[src/hw/rtl/hd44_pkg.sv]
// Shared types and constants for the HD44780 expander sequencer.
`timescale 1ns / 1ps

package hd44_pkg;

    localparam logic [1:0] OP_TEXT = 2'd0;
    localparam logic [1:0] OP_CMD  = 2'd1;
    localparam logic [1:0] OP_INIT = 2'd2;

    localparam logic [1:0] CFG_ADDR      = 2'd0;
    localparam logic [1:0] CFG_BACKLIGHT = 2'd1;
    localparam logic [1:0] CFG_LINE_LEN  = 2'd2;

    localparam logic [6:0] RESET_ADDR     = 7'h27;
    localparam logic       RESET_BL       = 1'b1;
    localparam logic [5:0] RESET_LINE_LEN = 6'd16;

    localparam logic [7:0] CHAR_END   = 8'h00;
    localparam logic [7:0] CHAR_NL    = 8'h0A;
    localparam logic [7:0] CMD_LINE2  = 8'hC0;

    localparam int NIB_MAX = 8;

    // power-up: three 0x3 nibbles, 0x2 nibble, then 0x0F and 0x01 as byte pairs
    localparam logic [NIB_MAX-1:0][3:0] INIT_NIBBLES =
        {4'h1, 4'h0, 4'hF, 4'h0, 4'h2, 4'h3, 4'h3, 4'h3};

    typedef struct packed {
        logic [NIB_MAX-1:0][3:0] nib;
        logic [NIB_MAX-1:0]      rs;
        logic [2:0]              last_idx;
    } desc_t;

endpackage

[src/hw/rtl/hd44780_i2c_expander_sequencer_unit.sv]
// Top level: config registers, front end, descriptor queue and back end.
// An input transfer is written to the descriptor queue; the back end registers each byte.
// Throughput: one expander byte per cycle while m_tready allows. A character is two nibbles
// (four on a wrap), a command two, init eight, three bytes per nibble; end-of-string has none.
// Front end accepts while the descriptor queue has room, independent of the back end.
// Reset (aresetn low, synchronous) clears column, queue and output; config returns to defaults.
`timescale 1ns / 1ps

module hd44780_i2c_expander_sequencer_unit
    import hd44_pkg::*;
#(
    parameter int FIFO_DEPTH = 4
) (
    input  logic        aclk,
    input  logic        aresetn,
    input  logic        cfg_we,
    input  logic [1:0]  cfg_index,
    input  logic [6:0]  cfg_wdata,
    input  logic        s_tvalid,
    output logic        s_tready,
    input  logic [7:0]  s_tdata,   // char_code[7:0]
    input  logic [1:0]  s_tuser,   // op[1:0]
    output logic        m_tvalid,
    input  logic        m_tready,
    output logic [15:0] m_tdata,   // expander_byte[7:0], device_address[14:8], zero pad
    output logic        m_tlast
);

    logic [6:0] addr_reg;
    logic       bl_reg;
    logic [5:0] line_len_reg;

    logic  q_full;
    logic  q_push;
    desc_t q_desc;
    logic  q_pop;
    logic  q_valid;
    desc_t q_head;

    always_ff @(posedge aclk) begin
        if (!aresetn) begin
            addr_reg     <= RESET_ADDR;
            bl_reg       <= RESET_BL;
            line_len_reg <= RESET_LINE_LEN;
        end else if (cfg_we) begin
            case (cfg_index)
                CFG_ADDR:      addr_reg     <= cfg_wdata;
                CFG_BACKLIGHT: bl_reg       <= cfg_wdata[0];
                CFG_LINE_LEN:  line_len_reg <= cfg_wdata[5:0];
                default: begin
                end
            endcase
        end
    end

    hd44_front u_front (
        .aclk        (aclk),
        .aresetn     (aresetn),
        .s_tvalid    (s_tvalid),
        .s_tready    (s_tready),
        .s_tdata     (s_tdata),
        .s_tuser     (s_tuser),
        .line_length (line_len_reg),
        .q_full      (q_full),
        .q_push      (q_push),
        .q_desc      (q_desc)
    );

    hd44_fifo #(
        .DEPTH (FIFO_DEPTH)
    ) u_fifo (
        .aclk       (aclk),
        .aresetn    (aresetn),
        .push       (q_push),
        .push_desc  (q_desc),
        .full       (q_full),
        .pop        (q_pop),
        .head_valid (q_valid),
        .head_desc  (q_head)
    );

    hd44_back u_back (
        .aclk             (aclk),
        .aresetn          (aresetn),
        .head_valid       (q_valid),
        .head_desc        (q_head),
        .pop              (q_pop),
        .expander_address (addr_reg),
        .backlight_on     (bl_reg),
        .m_tvalid         (m_tvalid),
        .m_tready         (m_tready),
        .m_tdata          (m_tdata),
        .m_tlast          (m_tlast)
    );

endmodule

[src/hw/rtl/hd44_front.sv]
// Front end: classifies input items, tracks the column, builds nibble descriptors.
`timescale 1ns / 1ps

module hd44_front
    import hd44_pkg::*;
(
    input  logic       aclk,
    input  logic       aresetn,
    input  logic       s_tvalid,
    output logic       s_tready,
    input  logic [7:0] s_tdata,   // char_code[7:0]
    input  logic [1:0] s_tuser,   // op[1:0]
    input  logic [5:0] line_length,
    input  logic       q_full,
    output logic       q_push,
    output desc_t      q_desc
);

    logic [5:0] column_reg;
    logic [5:0] column_next;
    logic       emits;
    logic       accept;

    assign s_tready = !q_full;
    assign accept   = s_tvalid && s_tready;
    assign q_push   = accept && emits;

    always_comb begin
        q_desc      = '0;
        emits       = 1'b0;
        column_next = column_reg;
        case (s_tuser)
            OP_TEXT: begin
                if (s_tdata == CHAR_END) begin
                    column_next = '0;
                end else if (s_tdata == CHAR_NL) begin
                    emits           = 1'b1;
                    q_desc.nib[0]   = CMD_LINE2[7:4];
                    q_desc.nib[1]   = CMD_LINE2[3:0];
                    q_desc.last_idx = 3'd1;
                    column_next     = '0;
                end else if (column_reg >= line_length) begin
                    emits           = 1'b1;
                    q_desc.nib[0]   = CMD_LINE2[7:4];
                    q_desc.nib[1]   = CMD_LINE2[3:0];
                    q_desc.nib[2]   = s_tdata[7:4];
                    q_desc.nib[3]   = s_tdata[3:0];
                    q_desc.rs[2]    = 1'b1;
                    q_desc.rs[3]    = 1'b1;
                    q_desc.last_idx = 3'd3;
                    column_next     = 6'd1;
                end else begin
                    emits           = 1'b1;
                    q_desc.nib[0]   = s_tdata[7:4];
                    q_desc.nib[1]   = s_tdata[3:0];
                    q_desc.rs[0]    = 1'b1;
                    q_desc.rs[1]    = 1'b1;
                    q_desc.last_idx = 3'd1;
                    column_next     = column_reg + 6'd1;
                end
            end
            OP_CMD: begin
                emits           = 1'b1;
                q_desc.nib[0]   = s_tdata[7:4];
                q_desc.nib[1]   = s_tdata[3:0];
                q_desc.last_idx = 3'd1;
            end
            OP_INIT: begin
                emits           = 1'b1;
                q_desc.nib      = INIT_NIBBLES;
                q_desc.last_idx = 3'(NIB_MAX - 1);
                column_next     = '0;
            end
            default: begin
                emits = 1'b0;
            end
        endcase
    end

    always_ff @(posedge aclk) begin
        if (!aresetn) begin
            column_reg <= '0;
        end else if (accept) begin
            column_reg <= column_next;
        end
    end

endmodule

[src/hw/rtl/hd44_fifo.sv]
// Small descriptor queue between front and back ends.
`timescale 1ns / 1ps

module hd44_fifo
    import hd44_pkg::*;
#(
    parameter int DEPTH = 4
) (
    input  logic  aclk,
    input  logic  aresetn,
    input  logic  push,
    input  desc_t push_desc,
    output logic  full,
    input  logic  pop,
    output logic  head_valid,
    output desc_t head_desc
);

    localparam int PTR_W = $clog2(DEPTH);
    localparam int CNT_W = $clog2(DEPTH + 1);

    desc_t            mem [DEPTH];
    logic [PTR_W-1:0] wr_ptr_reg;
    logic [PTR_W-1:0] rd_ptr_reg;
    logic [CNT_W-1:0] count_reg;

    assign full       = (count_reg == CNT_W'(DEPTH));
    assign head_valid = (count_reg != '0);
    assign head_desc  = mem[rd_ptr_reg];

    always_ff @(posedge aclk) begin
        if (push) begin
            mem[wr_ptr_reg] <= push_desc;
        end
    end

    always_ff @(posedge aclk) begin
        if (!aresetn) begin
            wr_ptr_reg <= '0;
            rd_ptr_reg <= '0;
            count_reg  <= '0;
        end else begin
            if (push) begin
                wr_ptr_reg <= (wr_ptr_reg == PTR_W'(DEPTH - 1)) ? '0 : wr_ptr_reg + 1'b1;
            end
            if (pop) begin
                rd_ptr_reg <= (rd_ptr_reg == PTR_W'(DEPTH - 1)) ? '0 : rd_ptr_reg + 1'b1;
            end
            if (push && !pop) begin
                count_reg <= count_reg + 1'b1;
            end else if (pop && !push) begin
                count_reg <= count_reg - 1'b1;
            end
        end
    end

endmodule

[src/hw/rtl/hd44_back.sv]
// Back end: expands each descriptor into enable-strobed expander bytes.
`timescale 1ns / 1ps

module hd44_back
    import hd44_pkg::*;
(
    input  logic        aclk,
    input  logic        aresetn,
    input  logic        head_valid,
    input  desc_t       head_desc,
    output logic        pop,
    input  logic [6:0]  expander_address,
    input  logic        backlight_on,
    output logic        m_tvalid,
    input  logic        m_tready,
    output logic [15:0] m_tdata,   // expander_byte[7:0], device_address[14:8], zero pad
    output logic        m_tlast
);

    desc_t      desc_reg;
    logic       busy_reg;
    logic [2:0] nib_idx_reg;
    logic [1:0] sub_reg;
    logic       m_valid_reg;
    logic [7:0] m_byte_reg;
    logic [6:0] m_addr_reg;
    logic       m_last_reg;

    desc_t      cur_desc;
    logic [2:0] cur_idx;
    logic [1:0] cur_sub;
    logic       fire;
    logic       is_last;
    logic [7:0] out_byte;

    assign cur_desc = busy_reg ? desc_reg : head_desc;
    assign cur_idx  = busy_reg ? nib_idx_reg : 3'd0;
    assign cur_sub  = busy_reg ? sub_reg : 2'd0;
    assign fire     = (busy_reg || head_valid) && (!m_valid_reg || m_tready);
    assign pop      = fire && !busy_reg;
    assign is_last  = (cur_sub == 2'd2) && (cur_idx == cur_desc.last_idx);
    // nibble, backlight, enable on middle phase, rw low, register select
    assign out_byte = {cur_desc.nib[cur_idx], backlight_on, (cur_sub == 2'd1), 1'b0,
                       cur_desc.rs[cur_idx]};

    assign m_tvalid = m_valid_reg;
    assign m_tdata  = {1'b0, m_addr_reg, m_byte_reg};
    assign m_tlast  = m_last_reg;

    always_ff @(posedge aclk) begin
        if (!aresetn) begin
            busy_reg    <= 1'b0;
            nib_idx_reg <= '0;
            sub_reg     <= '0;
            m_valid_reg <= 1'b0;
        end else if (fire) begin
            m_valid_reg <= 1'b1;
            busy_reg    <= !is_last;
            if (cur_sub == 2'd2) begin
                sub_reg     <= 2'd0;
                nib_idx_reg <= cur_idx + 3'd1;
            end else begin
                sub_reg     <= cur_sub + 2'd1;
                nib_idx_reg <= cur_idx;
            end
        end else if (m_tready) begin
            m_valid_reg <= 1'b0;
        end
    end

    always_ff @(posedge aclk) begin
        if (fire) begin
            desc_reg   <= cur_desc;
            m_byte_reg <= out_byte;
            m_addr_reg <= expander_address;
            m_last_reg <= is_last;
        end
    end

    a_idx_in_range: assert property (@(posedge aclk) disable iff (!aresetn)
        busy_reg |-> (nib_idx_reg <= desc_reg.last_idx))
        else $error("nibble index past end of descriptor");

    a_sub_range: assert property (@(posedge aclk) disable iff (!aresetn)
        busy_reg |-> (sub_reg != 2'd3))
        else $error("strobe phase out of range");

    a_last_enable_low: assert property (@(posedge aclk) disable iff (!aresetn)
        (m_valid_reg && m_last_reg) |-> !m_byte_reg[2])
        else $error("final byte of an item left enable high");

endmodule
[config.mk]
export PLATFORM = sky130hd
export DESIGN_NAME = hd44780_i2c_expander_sequencer_unit
export DESIGN_NICKNAME = d
export VERILOG_FILES = /design/src/hw/rtl/hd44_pkg.sv /design/src/hw/rtl/hd44780_i2c_expander_sequencer_unit.sv /design/src/hw/rtl/hd44_front.sv /design/src/hw/rtl/hd44_fifo.sv /design/src/hw/rtl/hd44_back.sv
export SDC_FILE = /design/constraint.sdc
export NUM_CORES = 1
export LEC_CHECK = 0
export ABC_AREA = 1
export BUFFER_PORTS_ARGS = -buffer_cell sky130_fd_sc_hd__buf_2
export CAP_MARGIN = 0
export CORE_ASPECT_RATIO = 1.1
export CORE_MARGIN = 2
export CORE_UTILIZATION = 35
export CTS_BUF_LIST = sky130_fd_sc_hd__clkbuf_4 sky130_fd_sc_hd__clkbuf_8 sky130_fd_sc_hd__clkbuf_16
export DETAILED_ROUTE_END_ITERATION = 10
export PLACE_DENSITY = 0.63
export SYNTH_ARGS = -nofsm -noshare
export SYNTH_HDL_FRONTEND = slang
export SYNTH_SLANG_ARGS = --single-unit
[constraint.sdc]
create_clock -name aclk -period 3.9 [get_ports aclk]
set_input_delay 0.195 -clock aclk [delete_from_list [all_inputs] [get_ports aclk]]
set_output_delay 0.195 -clock aclk [all_outputs]
set_load 0.05 [all_outputs]
==> results.json, run 1 <==
{
  "slowest_stage": "o31ai_1",
  "synth_edf_count": 146,
  "final.setup.worst_slack_ps": 1570,
  "fp.dieH_um": 164,
  "drive_gt1_share_pct": 13.1,
  "synth.largest_area_cell": "edfxtp_1",
  "gp_congestion": 0.857,
  "num_antenna_cells": 0,
  "grt_overflow": 0,
  "finalClockSkew_ps": 10.7,
  "fin_nets": 881,
  "post-route-cell-area_um2": 9230,
  "hold_buffers": 4,
  "cts.sinks": 182,
  "root_buffer": "clkbuf_16",
  "maxSlewViolCount": 0,
  "startpoint": "u_front.column_reg[0]",
  "start_util_pct": 35.6,
  "layout_common_cells": "146 x edfxtp_1, 130 x nand2_1, 97 x inv_1",
  "cp.arrival_ps": 2480,
  "final_common_cell": "edfxtp_1",
  "synth_ff_type": "edfxtp_1",
  "ant_nets": 0,
  "cts_setup_buffers": 0,
  "cpPeakStageDelay_ps": 590,
  "cts_resized": 0,
  "grt_pass1_wl_um": 26200,
  "finalCriticalPeriod_ps": 2330,
  "hpwlAfterDp_um": 10900,
  "ys_seq_area_share_pct": 62.7,
  "tightest_slew_ps": 1200,
  "r2r_slack_ps": 1570,
  "num-fill-cells": 2194,
  "fin_hold_ws_ps": 17.1,
  "wl_per_cell_um": 14.1,
  "critPathKind": "flop to flop",
  "yosysWarnings": 0,
  "path_max_fanout": 10,
  "regArea_um2": 5100,
  "grt_usage_pct": 13.7,
  "multi_input_area_um2": 2440,
  "max_freq_mhz": 429,
  "post-place-ws_ps": 1440,
  "insertion_delay_ps": 430,
  "port_buffers": 40,
  "rsz0062_at_grt": "false",
  "setup_tns_ps": 0,
  "cap_violations": 0,
  "finalSetupViolCount": 0,
  "area_growth_pct": 13.3,
  "crit_chain": "inv_1, ha_1, inv_1, a21boi_0, o21ai_0, nand2_1, nand3_2, o31ai_1",
  "ys_types": 43,
  "hold_viol": 0,
  "p_leak_nw": 3.76,
  "yosys-top-cells-area": "edfxtp_1 54%, dfxtp_1 8.8%, nand2_1 6.0%",
  "r2r.worst_path.cells": 8,
  "std_cell_rows": 58,
  "drt-initial-drc-count": 478,
  "reg2reg_to": "u_fifo.mem[3][20]",
  "grt_max_degree": 67,
  "postPlaceCellArea_um2": 8580,
  "vdd_ir_drop_max_uv": 338,
  "relSlewSlack_pct": 20.1,
  "cts_buffer_depth": 2,
  "postRouteWirelength_um": 16300,
  "grt_pass1_vias": 5174,
  "synthesis.area_um2": 8150,
  "drt-vias-per-instance": 4.71,
  "clk_pin_slew_ps": 70,
  "cp-endpoint": "u_fifo.mem[3][20]",
  "min_path_type": "input port to flop",
  "drc": 0,
  "antenna_found_initial": 0,
  "cpMostUsedCell": "inv_1",
  "reg2reg_from": "u_front.column_reg[0]",
  "coreArea_um2": 22900,
  "tritoncts": "built",
  "vias": 5412,
  "end_kind": "flop",
  "syn_area_per_cell_um2": 10.2,
  "synthCells": 796,
  "io_pins": 43,
  "power.density_nw_per_um2": 726,
  "layout.cells.non_filler": 1150,
  "fin_crit_sh_pct": 59.8,
  "dp.cells": 1114,
  "synth_seq_cells": 182,
  "setup.worst_path.start_class": "flop",
  "crit_required_ps": 4050,
  "fp.dieW_um": 149,
  "cts_buffers": 17,
  "synth_top_area_share_pct": 53.8,
  "status": "finished, final reports clean",
  "ctsHtreeMaxLevel": 4,
  "design.die.area_um2": 24500,
  "largest_register_ffs": 88,
  "firstDrtPassIters": 5,
  "ys_async_sr_fraction_pct": 0
}
[final cells by class]
class                      count  share of cell area, %
timing repair buffer          51                   3.17
clock inverter                15                   1.99
tap                          300                   4.07
clock buffer                  17                   4.61
inverter                     108                   4.46
multi-input combinational    477                   26.4
sequential                   182                   55.3
[kinds of logic (layout without fill, tap and decap cells)]
family	Yosys count	after routing	synth area share [%]
other	1	2	0.0460
xor gates and xnor gates	3	3	0.323
and+or+nand+nor	276	276	14.2
AOI/OAI and AO/OA	176	176	12.1
adders and majority gates	20	20	3.16
buffers and inverters	138	191	7.56
DFF	182	182	62.7
[worst min-delay path by stage]
stage	start	endpoint	slack [ps]	cells after the start
after global placement	addr_reg[3]	u_back.m_addr_reg[3]	400	0
after floorplan	cfg_wdata[1]	addr_reg[1]	320	2
after CTS	cfg_wdata[1]	addr_reg[1]	5	3
after global routing	cfg_wdata[1]	addr_reg[1]	30	3
after detailed placement	addr_reg[5]	u_back.m_addr_reg[5]	420	0
final	cfg_wdata[1]	addr_reg[1]	20	3
[stage by stage]
stage,utilization (%),total power [W]
after floorplan,-,0.00452
after global placement,37.5,0.00495
after detailed placement,37.5,0.00499
after CTS,40.4,0.00676
after global routing,40.4,0.00710
final,40.4,0.00670
[routing by layer]
metal  share of wire (%)  wire length (µm)  vias to the layer above  global-route usage (%)
li1                    -                 -                     2769                       -
met1                  47              7600                     2512                    17.8
met3                 3.6               579                       23                    2.56
met5                   0                 0                        -                       0
met2                  47              7700                      108                    22.5
met4                 2.3               379                        0                    6.15
[critical path, delay by kind of cell (launching register included)]
| family | cells | cell delay (ps) |
|---|---|---|
| AND/OR/NAND/NOR | 2 | 490 |
| AO/OA/AOI/OAI | 3 | 810 |
| adder cells (fa/ha/maj) | 1 | 280 |
| flip-flops | 1 | 350 |
| buffers and inverters | 2 | 120 |
[where the power goes]
group	internal (W)	leakage, nW	total (W)	switching (W)
clock network	0.000978	0.300	0.00176	0.000783
logic	0.000534	1.76	0.00203	0.00150
registers	0.00272	1.70	0.00291	0.000187
[cell usage after synthesis (3+ instances only)]
master / instances
o21ai_1: 16
nor2_1: 95
or2_1: 5
clkbuf_1: 7
o22ai_1: 15
inv_1: 97
o211ai_1: 5
buf_6: 8
o21ai_2: 5
dfxtp_1: 36
inv_2: 4
nand3_1: 19
o21ai_0: 81
buf_2: 7
nand3_2: 3
nand2_2: 4
buf_4: 6
a31oi_1: 5
nand4_1: 5
a21oi_1: 41
ha_1: 19
edfxtp_1: 146
clkinv_1: 4
nand2_1: 130
nor3_1: 9
nor2_2: 3
Note: power is estimated with default switching activity, not from simulation.
==> inputs of run 2 (changes only) <==
--- a/config.mk
+++ b/config.mk
@@ -13,7 +13,7 @@
 export CORE_UTILIZATION = 35
 export CTS_BUF_LIST = sky130_fd_sc_hd__clkbuf_4 sky130_fd_sc_hd__clkbuf_8 sky130_fd_sc_hd__clkbuf_16
 export DETAILED_ROUTE_END_ITERATION = 10
-export PLACE_DENSITY = 0.63
+export PLACE_DENSITY = 0.64
 export SYNTH_ARGS = -nofsm -noshare
 export SYNTH_HDL_FRONTEND = slang
 export SYNTH_SLANG_ARGS = --single-unit
==> constraint.sdc (replaced) <==
create_clock -name aclk -period 1.9 [get_ports aclk]
set_input_delay 0.095 -clock aclk [delete_from_list [all_inputs] [get_ports aclk]]
set_output_delay 0.095 -clock aclk [all_outputs]
set_load 0.05 [all_outputs]
==> run 2 against run 1 <==
Net effect: clock power increased by 99%; flip-flop and latch count unchanged; cell count increased by 5.4%; critical endpoint is now u_fifo.mem[0][13]; count of clock-buffer cells in the layout unchanged; sequential share of layout area decreased by 3.6 points; die area unchanged; sequential power increased by 100%; combinational power increased by 130%; critical path type unchanged; core utilization increased by 3.0 points.
==> results.json, run 2 (same netlist as run 1, synthesis figures left out) <==
{
  "status": "finished, final reports clean",
  "finalClockSkew_ps": 12.4,
  "grt_pass1_vias": 5465,
  "grt_max_degree": 40,
  "clkPwrFrac_pct": 24.8,
  "post-place-ws_ps": -98.1,
  "vdd_ir_drop_max_uv": 698,
  "end_kind": "flop",
  "wl_per_cell_um": 14.1,
  "design.die.area_um2": 24500,
  "fp.dieW_um": 149,
  "critPathKind": "flop to flop",
  "path_max_fanout": 5,
  "wl_met3_um": 637,
  "fp.dieH_um": 164,
  "grt_pass1_wl_um": 27500,
  "finalSetupViolCount": 0,
  "cts_buffer_depth": 2,
  "gp_congestion": 0.791,
  "p_leak_nw": 4.09,
  "pwr-share-comb_pct": 33.4,
  "max_freq_mhz": 546,
  "port_buffers": 40,
  "cts.sinks": 182,
  "cap_violations": 0,
  "fin_nets": 943,
  "final.setup.worst_slack_ps": 68.2,
  "top_layer": "met4",
  "p_int_w": 0.00881,
  "power.density_nw_per_um2": 1430,
  "root_buffer": "clkbuf_16",
  "maxSlewViolCount": 0,
  "drt-vias-per-instance": 4.71,
  "cp.arrival_ps": 2080,
  "min_path_type": "input port to flop",
  "setup.worst_path.start_class": "flop",
  "firstDrtPassIters": 5,
  "wl_met1_um": 7800,
  "std_cell_rows": 58,
  "fin_hold_ws_ps": 102,
  "area_growth_pct": 21.6,
  "drt-initial-drc-count": 409,
  "setup_tns_ps": 0,
  "ctsHtreeMaxLevel": 4,
  "seq_power_share_pct": 41.8,
  "io_pins": 43,
  "ant_nets": 0,
  "swShare_pct": 37.6,
  "finalCriticalPeriod_ps": 1830,
  "num_antenna_cells": 0,
  "coreArea_um2": 22900,
  "antenna_found_initial": 0,
  "met2_wirelength_um": 8450,
  "startpoint": "u_front.column_reg[1]",
  "power_switching_w": 0.00531,
  "vias": 5712,
  "start_util_pct": 35.6,
  "tritoncts": "built",
  "clk_pin_slew_ps": 80,
  "reg2reg_from": "u_front.column_reg[1]",
  "drc": 0,
  "num-fill-cells": 2149,
  "hpwlAfterDp_um": 11500,
  "layout_common_cells": "146 x edfxtp_1, 129 x nand2_1, 91 x inv_1",
  "grt_usage_pct": 14.4,
  "crit_required_ps": 2150,
  "hp-start": "m_tready",
  "largest_register_ffs": 88,
  "cts_buffers": 17,
  "insertion_delay_ps": 440,
  "fin_crit_sh_pct": 96.4,
  "drive_gt1_share_pct": 21.2,
  "hold_viol": 0,
  "grt_overflow": 0,
  "final_common_cell": "edfxtp_1",
  "postRouteWirelength_um": 17100
}
## run 2: cell count changes in the layout (fill, tap and decap cells not counted), moves of 6 or more
cell	previous run	this run
dlygate4sd3_1	4	12
buf_12	0	6
inv_1	97	91
inv_2	4	10
dfxtp_2	0	7
buf_4	7	54
dfxtp_1	36	28
## run 2: metrics by stage
step	area (µm²)	cells	util, %	power, W
floorplan	8190	797	-	0.00933
global placement	9080	1166	39.7	0.0106
detailed placement	9080	1166	39.7	0.0106
CTS	9810	1210	42.9	0.0142
global route	9910	1212	43.3	0.0149
finish	9910	1212	43.3	0.0141
## run 2: repair_timing
action	CTS	global route
hold buffers	12	0
hold endpoints to repair	16	0
buffers inserted	0	2
pin swaps	0	9
gates resized for setup	4	26
setup endpoints to repair	54	67
gates cloned	0	0
## run 2: path summary, 6_finish.rpt
kind | to | slack, ps | cells past startpoint
max | u_fifo.mem[0][13] | 70 | 7
min | u_back.busy_reg | 100 | 5
max reg2reg | u_fifo.mem[0][13] | 70 | 7
min reg2reg | u_back.m_addr_reg[1] | 430 | 0
## run 2: layer usage
| layer | vias to the layer above | global-route usage, % |
|---|---|---|
| li1 | 2898 | - |
| met1 | 2671 | 18.4 |
| met2 | 124 | 24.8 |
| met3 | 19 | 2.50 |
| met4 | 0 | 5.06 |
| met5 | - | 0 |
## run 2: final cells by class
class / count / area (µm²) / share of cell area [%]
clock buffers: 17 / 425 / 4.29
inverters: 108 / 412 / 4.15
repair buffers: 113 / 857 / 8.65
clock inverters: 15 / 169 / 1.70
well taps: 300 / 375 / 3.79
flip-flops and latches: 182 / 5120 / 51.6
multi-input cells: 477 / 2550 / 25.8
## run 2: power groups by stage
stage	combinational, W	sequential (W)	clock, W
global placement	0.00460	0.00596	0
floorplan	0.00293	0.00639	0
global route	0.00525	0.00600	0.00370
finish	0.00472	0.00590	0.00350
CTS	0.00471	0.00590	0.00355
detailed placement	0.00466	0.00598	0
## run 2: worst max-delay path: stages, from the launching register on
cell,delay (ps)
dfxtp_2,340
ha_1,290
a21boi_2,160
o21ai_2,170
nand2_4,120
nor3_4,220
nor2_2,80
nor3_2,270
